[src/sv/art_pkg.sv]
// Package for the retransmission tracker: table sizing, entry layout,
// op codes, result kinds and register indexes. No dependencies.
package art_pkg;

    localparam int TABLE_DEPTH = 8;
    localparam int IDX_W = (TABLE_DEPTH > 1) ? $clog2(TABLE_DEPTH) : 1;
    localparam int CNT_W = $clog2(TABLE_DEPTH + 1);

    localparam int ID_W       = 16;
    localparam int TRIES_W    = 4;
    localparam int TIME_W     = 32;
    localparam int TIMEOUT_W  = 16;
    localparam int CFG_IDX_W  = 2;
    localparam int CFG_DATA_W = 16;

    localparam logic [TIMEOUT_W-1:0] TIMEOUT_RESET = 16'd250;
    localparam logic [TRIES_W-1:0]   RETRIES_RESET = 4'd3;

    typedef enum logic [1:0] {
        OP_SEND    = 2'd0,
        OP_CONFIRM = 2'd1,
        OP_TICK    = 2'd2,
        OP_NONE    = 2'd3
    } op_t;

    typedef enum logic [2:0] {
        KIND_ACCEPTED  = 3'd0,
        KIND_FULL      = 3'd1,
        KIND_MATCHED   = 3'd2,
        KIND_UNMATCHED = 3'd3,
        KIND_RESEND    = 3'd4,
        KIND_SCAN_OK   = 3'd5,
        KIND_FAILED    = 3'd6
    } kind_t;

    typedef enum logic [CFG_IDX_W-1:0] {
        REG_TIMEOUT = 2'd0,
        REG_RETRIES = 2'd1
    } reg_idx_t;

    typedef struct packed {
        logic [ID_W-1:0]    id;
        logic [TRIES_W-1:0] tries;
        logic [TIME_W-1:0]  deadline;
    } entry_t;

    localparam int ENTRY_W = $bits(entry_t);

endpackage

[src/sv/art_ram.sv]
// Generic single-port-write, single-port-read RAM with registered read data.
// No dependencies.
module art_ram #(
    parameter int WIDTH = 8,
    parameter int DEPTH = 8
) (
    input  logic                                          clk,
    input  logic                                          we,
    input  logic [((DEPTH > 1) ? $clog2(DEPTH) : 1)-1:0]  waddr,
    input  logic [WIDTH-1:0]                              wdata,
    input  logic [((DEPTH > 1) ? $clog2(DEPTH) : 1)-1:0]  raddr,
    output logic [WIDTH-1:0]                              rdata
);

    logic [WIDTH-1:0] mem [DEPTH];

    always_ff @(posedge clk)
    begin
        if (we)
        begin
            mem[waddr] <= wdata;
        end
        rdata <= mem[raddr];
    end

endmodule

[src/sv/ack_retransmit_tracker.sv]
// Retransmission timeout tracker: entry table in one art_ram, uses art_pkg.
// Send, or confirm/tick on an empty table: result via S_EMIT, held there by output stalls.
// Confirm/tick: S_RD and S_CHK per entry examined, S_SH_WAIT and S_SH_WR per entry moved up
// on removal, plus output stalls; a new word is accepted only back in S_IDLE.
// Reset: table empty, id and time zero, timeout 250, retries 3; RAM needs no clear.
module ack_retransmit_tracker (
    input  logic                            clk,
    input  logic                            rst_n,
    input  logic                            in_valid,
    output logic                            in_ready,
    input  logic [1:0]                      opcode,
    input  logic [art_pkg::ID_W-1:0]        ref_id,
    output logic                            out_valid,
    input  logic                            out_ready,
    output logic [2:0]                      kind,
    output logic [art_pkg::ID_W-1:0]        msg_id,
    output logic                            last,
    input  logic                            cfg_valid,
    output logic                            cfg_ready,
    input  logic [art_pkg::CFG_IDX_W-1:0]   cfg_index,
    input  logic [art_pkg::CFG_DATA_W-1:0]  cfg_data
);

    localparam int DEPTH = art_pkg::TABLE_DEPTH;
    localparam int IDX_W = art_pkg::IDX_W;
    localparam int CNT_W = art_pkg::CNT_W;

    typedef enum logic [2:0] {
        S_IDLE,
        S_RD,
        S_CHK,
        S_EMIT,
        S_SH_WAIT,
        S_SH_WR
    } state_t;

    state_t                          state_reg;
    logic                            tick_reg;
    logic [art_pkg::ID_W-1:0]        ref_reg;
    logic [CNT_W-1:0]                used_reg;
    logic [CNT_W-1:0]                idx_reg;
    logic [IDX_W-1:0]                addr_reg;
    logic [art_pkg::ID_W-1:0]        next_id_reg;
    logic [art_pkg::TIME_W-1:0]      time_reg;
    logic [art_pkg::TIMEOUT_W-1:0]   timeout_reg;
    logic [art_pkg::TRIES_W-1:0]     retries_reg;
    art_pkg::kind_t                  pend_kind_reg;
    logic [art_pkg::ID_W-1:0]        pend_id_reg;
    logic                            out_valid_reg;
    art_pkg::kind_t                  kind_reg;
    logic [art_pkg::ID_W-1:0]        msg_id_reg;
    logic                            last_reg;

    logic                            ram_we;
    logic [IDX_W-1:0]                ram_waddr;
    art_pkg::entry_t                 ram_wdata;
    logic [art_pkg::ENTRY_W-1:0]     ram_rdata;
    art_pkg::entry_t                 rd;

    logic                            in_acc;
    logic                            can_emit;
    logic                            out_load;
    logic                            full;
    logic [art_pkg::TIME_W:0]        dl_sum;
    logic [art_pkg::TIME_W-1:0]      dl_new;
    logic [CNT_W:0]                  idx_p1;
    logic [CNT_W:0]                  idx_p2;
    logic [CNT_W:0]                  used_x;
    logic                            expired;
    logic                            hit;

    art_ram #(
        .WIDTH (art_pkg::ENTRY_W),
        .DEPTH (DEPTH)
    ) u_table (
        .clk   (clk),
        .we    (ram_we),
        .waddr (ram_waddr),
        .wdata (ram_wdata),
        .raddr (addr_reg),
        .rdata (ram_rdata)
    );

    assign rd        = art_pkg::entry_t'(ram_rdata);
    assign in_ready  = (state_reg == S_IDLE);
    assign in_acc    = in_valid && in_ready;
    assign cfg_ready = 1'b1;
    assign can_emit  = !out_valid_reg || out_ready;
    assign out_load  = can_emit
                       && (((state_reg == S_CHK)
                            && ((!tick_reg && hit) || (tick_reg && expired)))
                           || (state_reg == S_EMIT));
    assign full      = (used_reg == CNT_W'(DEPTH));
    assign dl_sum    = {1'b0, time_reg} + (art_pkg::TIME_W + 1)'(timeout_reg);
    assign dl_new    = dl_sum[art_pkg::TIME_W] ? '1 : dl_sum[art_pkg::TIME_W-1:0];
    assign idx_p1    = {1'b0, idx_reg} + (CNT_W + 1)'(1);
    assign idx_p2    = {1'b0, idx_reg} + (CNT_W + 1)'(2);
    assign used_x    = {1'b0, used_reg};
    assign expired   = (rd.deadline < time_reg);
    assign hit       = (rd.id == ref_reg);

    assign out_valid = out_valid_reg;
    assign kind      = kind_reg;
    assign msg_id    = msg_id_reg;
    assign last      = last_reg;

    always_comb
    begin
        ram_we    = 1'b0;
        ram_waddr = idx_reg[IDX_W-1:0];
        ram_wdata = rd;
        unique case (state_reg)
            S_IDLE:
            begin
                if (in_acc && (art_pkg::op_t'(opcode) == art_pkg::OP_SEND) && !full)
                begin
                    ram_we    = 1'b1;
                    ram_waddr = used_reg[IDX_W-1:0];
                    ram_wdata = '{id: next_id_reg, tries: retries_reg, deadline: dl_new};
                end
            end
            S_CHK:
            begin
                if (tick_reg && expired && (rd.tries != '0) && can_emit)
                begin
                    ram_we    = 1'b1;
                    ram_wdata = '{id: rd.id, tries: rd.tries - 1'b1, deadline: dl_new};
                end
            end
            S_SH_WR:
            begin
                ram_we = 1'b1;
            end
            default:
            begin
            end
        endcase
    end

    always_ff @(posedge clk or negedge rst_n)
    begin
        if (!rst_n)
        begin
            state_reg     <= S_IDLE;
            tick_reg      <= 1'b0;
            ref_reg       <= '0;
            used_reg      <= '0;
            idx_reg       <= '0;
            addr_reg      <= '0;
            next_id_reg   <= '0;
            time_reg      <= '0;
            timeout_reg   <= art_pkg::TIMEOUT_RESET;
            retries_reg   <= art_pkg::RETRIES_RESET;
            pend_kind_reg <= art_pkg::KIND_ACCEPTED;
            pend_id_reg   <= '0;
            out_valid_reg <= 1'b0;
            kind_reg      <= art_pkg::KIND_ACCEPTED;
            msg_id_reg    <= '0;
            last_reg      <= 1'b0;
        end
        else
        begin
            if (cfg_valid && cfg_ready)
            begin
                unique case (art_pkg::reg_idx_t'(cfg_index))
                    art_pkg::REG_TIMEOUT: timeout_reg <= cfg_data;
                    art_pkg::REG_RETRIES: retries_reg <= cfg_data[art_pkg::TRIES_W-1:0];
                    default:
                    begin
                    end
                endcase
            end

            if (out_ready && !out_load)
            begin
                out_valid_reg <= 1'b0;
            end

            unique case (state_reg)
                S_IDLE:
                begin
                    if (in_acc)
                    begin
                        idx_reg  <= '0;
                        addr_reg <= '0;
                        unique case (art_pkg::op_t'(opcode))
                            art_pkg::OP_SEND:
                            begin
                                pend_id_reg <= next_id_reg;
                                state_reg   <= S_EMIT;
                                if (full)
                                begin
                                    pend_kind_reg <= art_pkg::KIND_FULL;
                                end
                                else
                                begin
                                    pend_kind_reg <= art_pkg::KIND_ACCEPTED;
                                    next_id_reg   <= next_id_reg + 1'b1;
                                    used_reg      <= used_reg + 1'b1;
                                end
                            end
                            art_pkg::OP_CONFIRM:
                            begin
                                tick_reg    <= 1'b0;
                                ref_reg     <= ref_id;
                                pend_id_reg <= ref_id;
                                if (used_reg == '0)
                                begin
                                    pend_kind_reg <= art_pkg::KIND_UNMATCHED;
                                    state_reg     <= S_EMIT;
                                end
                                else
                                begin
                                    state_reg <= S_RD;
                                end
                            end
                            art_pkg::OP_TICK:
                            begin
                                tick_reg <= 1'b1;
                                if (time_reg != '1)
                                begin
                                    time_reg <= time_reg + 1'b1;
                                end
                                pend_id_reg <= '0;
                                if (used_reg == '0)
                                begin
                                    pend_kind_reg <= art_pkg::KIND_SCAN_OK;
                                    state_reg     <= S_EMIT;
                                end
                                else
                                begin
                                    state_reg <= S_RD;
                                end
                            end
                            default:
                            begin
                            end
                        endcase
                    end
                end
                S_RD:
                begin
                    state_reg <= S_CHK;
                end
                S_CHK:
                begin
                    if ((!tick_reg && hit) || (tick_reg && expired && (rd.tries == '0)))
                    begin
                        // report, then close the gap left by the removed entry
                        if (can_emit)
                        begin
                            out_valid_reg <= 1'b1;
                            kind_reg      <= tick_reg ? art_pkg::KIND_FAILED
                                                      : art_pkg::KIND_MATCHED;
                            msg_id_reg    <= tick_reg ? rd.id : ref_reg;
                            last_reg      <= 1'b1;
                            if (idx_p1 < used_x)
                            begin
                                addr_reg  <= idx_p1[IDX_W-1:0];
                                state_reg <= S_SH_WAIT;
                            end
                            else
                            begin
                                used_reg  <= used_reg - 1'b1;
                                state_reg <= S_IDLE;
                            end
                        end
                    end
                    else if (tick_reg && expired && !can_emit)
                    begin
                        state_reg <= S_CHK;
                    end
                    else
                    begin
                        if (tick_reg && expired)
                        begin
                            out_valid_reg <= 1'b1;
                            kind_reg      <= art_pkg::KIND_RESEND;
                            msg_id_reg    <= rd.id;
                            last_reg      <= 1'b0;
                        end
                        if (idx_p1 < used_x)
                        begin
                            idx_reg   <= idx_p1[CNT_W-1:0];
                            addr_reg  <= idx_p1[IDX_W-1:0];
                            state_reg <= S_RD;
                        end
                        else
                        begin
                            pend_kind_reg <= tick_reg ? art_pkg::KIND_SCAN_OK
                                                      : art_pkg::KIND_UNMATCHED;
                            state_reg     <= S_EMIT;
                        end
                    end
                end
                S_EMIT:
                begin
                    if (can_emit)
                    begin
                        out_valid_reg <= 1'b1;
                        kind_reg      <= pend_kind_reg;
                        msg_id_reg    <= pend_id_reg;
                        last_reg      <= 1'b1;
                        state_reg     <= S_IDLE;
                    end
                end
                S_SH_WAIT:
                begin
                    state_reg <= S_SH_WR;
                end
                S_SH_WR:
                begin
                    idx_reg <= idx_p1[CNT_W-1:0];
                    if (idx_p2 < used_x)
                    begin
                        addr_reg  <= idx_p2[IDX_W-1:0];
                        state_reg <= S_SH_WAIT;
                    end
                    else
                    begin
                        used_reg  <= used_reg - 1'b1;
                        state_reg <= S_IDLE;
                    end
                end
                default:
                begin
                    state_reg <= S_IDLE;
                end
            endcase
        end
    end

`ifndef SYNTHESIS
    a_used_bound: assert property (@(posedge clk) disable iff (!rst_n)
        used_reg <= CNT_W'(DEPTH))
        else $error("entry count above table depth");

    a_fail_last: assert property (@(posedge clk) disable iff (!rst_n)
        (out_valid_reg && (kind_reg == art_pkg::KIND_FAILED)) |-> last_reg)
        else $error("failed result not marked last");

    a_resend_not_last: assert property (@(posedge clk) disable iff (!rst_n)
        (out_valid_reg && (kind_reg == art_pkg::KIND_RESEND)) |-> !last_reg)
        else $error("resend result marked last");

    a_shift_range: assert property (@(posedge clk) disable iff (!rst_n)
        (state_reg == S_SH_WR) |-> (idx_p1 < used_x))
        else $error("shift beyond used entries");
`endif

endmodule
[config.mk]
export PLATFORM = sky130hd
export DESIGN_NAME = ack_retransmit_tracker
export DESIGN_NICKNAME = d
export VERILOG_FILES = /design/src/sv/art_pkg.sv /design/src/sv/art_ram.sv /design/src/sv/ack_retransmit_tracker.sv
export SDC_FILE = /design/constraint.sdc
export NUM_CORES = 1
export LEC_CHECK = 0
export BUFFER_PORTS_ARGS = -buffer_cell sky130_fd_sc_hd__buf_2
export CORE_MARGIN = 4
export CORE_UTILIZATION = 45
export DETAILED_ROUTE_END_ITERATION = 8
export GPL_ROUTABILITY_DRIVEN = 0
export SYNTH_ARGS = -nofsm -noshare
export SYNTH_HDL_FRONTEND = slang
export SYNTH_SLANG_ARGS = --single-unit
[constraint.sdc]
create_clock -name clk -period 8.2 [get_ports clk]
set_clock_uncertainty 0.15 [all_clocks]
set_input_delay 0.41 -clock clk [delete_from_list [all_inputs] [get_ports clk]]
set_output_delay 0.41 -clock clk [all_outputs]
set_load 0.01 [all_outputs]
==> results.yml <==
run_status:
  status: "complete, no violations"
cells_and_area:
  n_antenna_cell: 0
  fin_util_pct: 52.05
  synthToLayoutAreaGrowth_pct: 13.82
  fill_cells: 4738
  largest_reg_flops: 416
  nets: 1936
  drive_gt1_share_pct: 21.32
  fin_area_mm2: 0.02958
sta:
  whs_ps: 120.9
  fin_crit_ps: 4632
  fin_crit_sh_pct: 56.49
  maxSlewHeadroom_pct: 14.20
  fmax_mhz: 215.9
  tns_ps: 0
  hold_viol: 0
  setup_viol: 0
  rsz0062_at_grt: "no"
  slew_violations: 0
  worstMarginPinSlew_ps: 1273
job:
  timing.max_cap.violations: 0
synth:
  syn_area_per_cell_um2: 15.13
  syn_nets: 1824
  synth_seq_cells: 607
  synth_cell_type_count: 72
  yosysWarningCount: 0
  async_reset_ff_share_pct: 22.90
  synth_edf_count: 416
  synth_area_mm2: 0.02598
  ys_seq_area_share_pct: 65.50
  synth_flop_cell: "edfxtp_1"
  synthCells: 1717
clock_network:
  clk_pin_slew_ps: 50
  h-tree-depth: 3
  numCtsBuffers: 66
  cts.repair.resized: 0
  clock_latency_ps: 600
  clock_path_buffers: 3
  cts_tree: "built"
  cts_root_buf: "clkbuf_16"
  cts_sinks: 607
critical_path:
  rrSetupSlack_ps: 3570
  rr_worst_depth: 8
  cp_data_required_time_ps: 8280
  critPathCaptureType: "flop"
  critPathArrivalTime_ps: 4710
  cp-start-kind: "flop"
  path_class: "reg -> reg"
  cp_max_fo: 30
power_and_ir_drop:
  pwr_density_cell_mw_per_mm2: 304.6
  p_int_uw: 6375
  p_sw_uw: 2634
  p_total_uw: 9010
  swShare_pct: 29.24
  p_clk_share_pct: 31.3
  pwr-share-seq_pct: 48.0
  peakVddDrop_mv: 0.1996
  p_leak_uw: 0.01064
  power_frac_comb_pct: 20.8
drt:
  drcViolationCount: 0
  drt_iter0_markers: 1064
  vias_per_cell: 5.548
  drtAntennaViolNets: 0
  routed_wirelength_mm: 56.92
  first_pass_iters: 6
  avgRoutedWirePerCell_um: 21.59
  vias: 14630
placement:
  dp_hpwl_mm: 35.27
  post_dp_cell_area_mm2: 0.02721
  port_buffers: 62
floorplan:
  start_util_pct: 45.73
  core_mm2: 0.05682
  ioPinCount: 64
  fp.dieW_um: 248.3
  rows: 87
  die-area_mm2: 0.06165
  chipHeight_um: 248.3
worst_hold_path:
  hold_depth: 4
  min_path_type: "in -> reg"
grt:
  grt_pass1_wl_mm: 90.05
  grt_max_degree: 76
  grt_pass1_vias: 15310
  antenna_found_initial: 0
  grt_usage_pct: 19.05
  gr-total-overflow: 0
routing by layer:
layer  part of all wire (%)  global-route usage [%]  wire [um]
met1                     45                   26.72      25650
met2                     48                   31.02      27060
met4                    2.2                   4.966       1261
met5                      0                       0          0
met3                    5.2                   3.520       2945
synthesized netlist by cell type, drive strengths merged, types with 5 or more instances:
library cell	count	share of area [%]
xor2	22	0.74
nor3	21	0.40
dfstp	8	0.81
inv	50	0.72
or3	12	0.29
a21o	22	0.64
mux2i	20	0.77
and2	6	0.14
o22ai	5	0.12
edfxtp	416	48
nor2b	23	0.55
and4	8	0.27
nand3	30	0.58
xnor2	62	2.1
a31oi	31	0.75
mux4	104	9.0
and3	9	0.22
a211oi	6	0.17
dfxtp	52	4.0
nand2	144	2.1
ha	64	3.1
a21oi	50	0.96
mux2	92	4.0
buf	13	0.27
o21ai	77	1.5
nand4	19	0.46
dfrtp	131	13
nor2	86	1.3
nand2b	8	0.19
clkbuf	58	0.84
nor4	7	0.17
what timing repair did:
item | in CTS | in global routing
setup endpoints to repair | 0 | 0
hold endpoints to repair | 126 | 0
buffers inserted | 0 | 0
hold buffers | 33 | 0
cell type report:
type | instances | area [um^2] | share of cell area, %
clock buffer | 94 | 1828 | 6.181
clock inverter | 26 | 206.4 | 0.6980
inverter | 50 | 187.7 | 0.6346
multi-input combinational | 989 | 8581 | 29.01
sequential | 607 | 17030 | 57.58
tap | 756 | 945.9 | 3.198
timing repair buffer | 115 | 797.0 | 2.695
cell families after synthesis:
family | count (synthesis) | synth area share, %
buffers and inverters | 121 | 1.835
adder cells (fa/ha/maj) | 66 | 3.236
multiplexers | 216 | 13.77
AND/OR/NAND/NOR | 386 | 7.102
flip-flops | 607 | 65.50
other | 1 | 0.01443
AO/OA/AOI/OAI | 236 | 5.706
XOR/XNOR | 84 | 2.831
per-stage QoR:
| stage | instances | worst slack [ps] |
|---|---|---|
| 3_5_place_dp | 2484 | 3616 |
| 5_1_grt | 2637 | 3186 |
| 3_3_place_gp | 2484 | 3763 |
| 2_1_floorplan | 1717 | 3319 |
| 6_report | 2637 | 3568 |
| 4_1_cts | 2637 | 3568 |
critical path, cell delays in order, from the launching register on:
cell      delay, ps
dfrtp_1         750
nand2b_1        190
nor2_1          560
and2_1          260
nand4_1         250
o21ai_0         460
a31oi_1         290
nor2_4          740
buf_4           590
power by group through the flow:
stage	Sequential, uW	Combinational, uW	Clock, uW
floorplan	4230	1360	0
global placement	4370	1830	0
detailed placement	4380	1870	0
CTS	4330	1890	2880
global route	4370	2110	3030
finish	4320	1870	2820
cells in the final DEF, fill, tap and decap left out, types with 21 or more instances in the layout:
cell / instances
a21o_1: 22
a21oi_1: 50
a31oi_1: 31
buf_2: 61
clkbuf_1: 22
clkbuf_16: 67
dfrtp_1: 128
dfxtp_1: 52
dlygate4sd3_1: 33
edfxtp_1: 416
ha_1: 64
inv_1: 50
mux2_2: 92
mux4_2: 104
nand2_1: 143
nand3_1: 30
nor2_1: 76
nor2b_1: 23
nor3_1: 21
o21ai_0: 74
xnor2_1: 62
xor2_1: 22
worst paths after layout:
kind                         startpoint                  to
setup / recovery           state_reg[1]  u_table.mem[5][11]
hold / removal                out_ready        state_reg[0]
setup reg to reg           state_reg[1]  u_table.mem[5][11]
hold reg to reg                 kind[1]             kind[1]
max in group asynchronous         rst_n      retries_reg[2]
min in group asynchronous         rst_n             kind[0]
(Power assumes the default switching activity.)
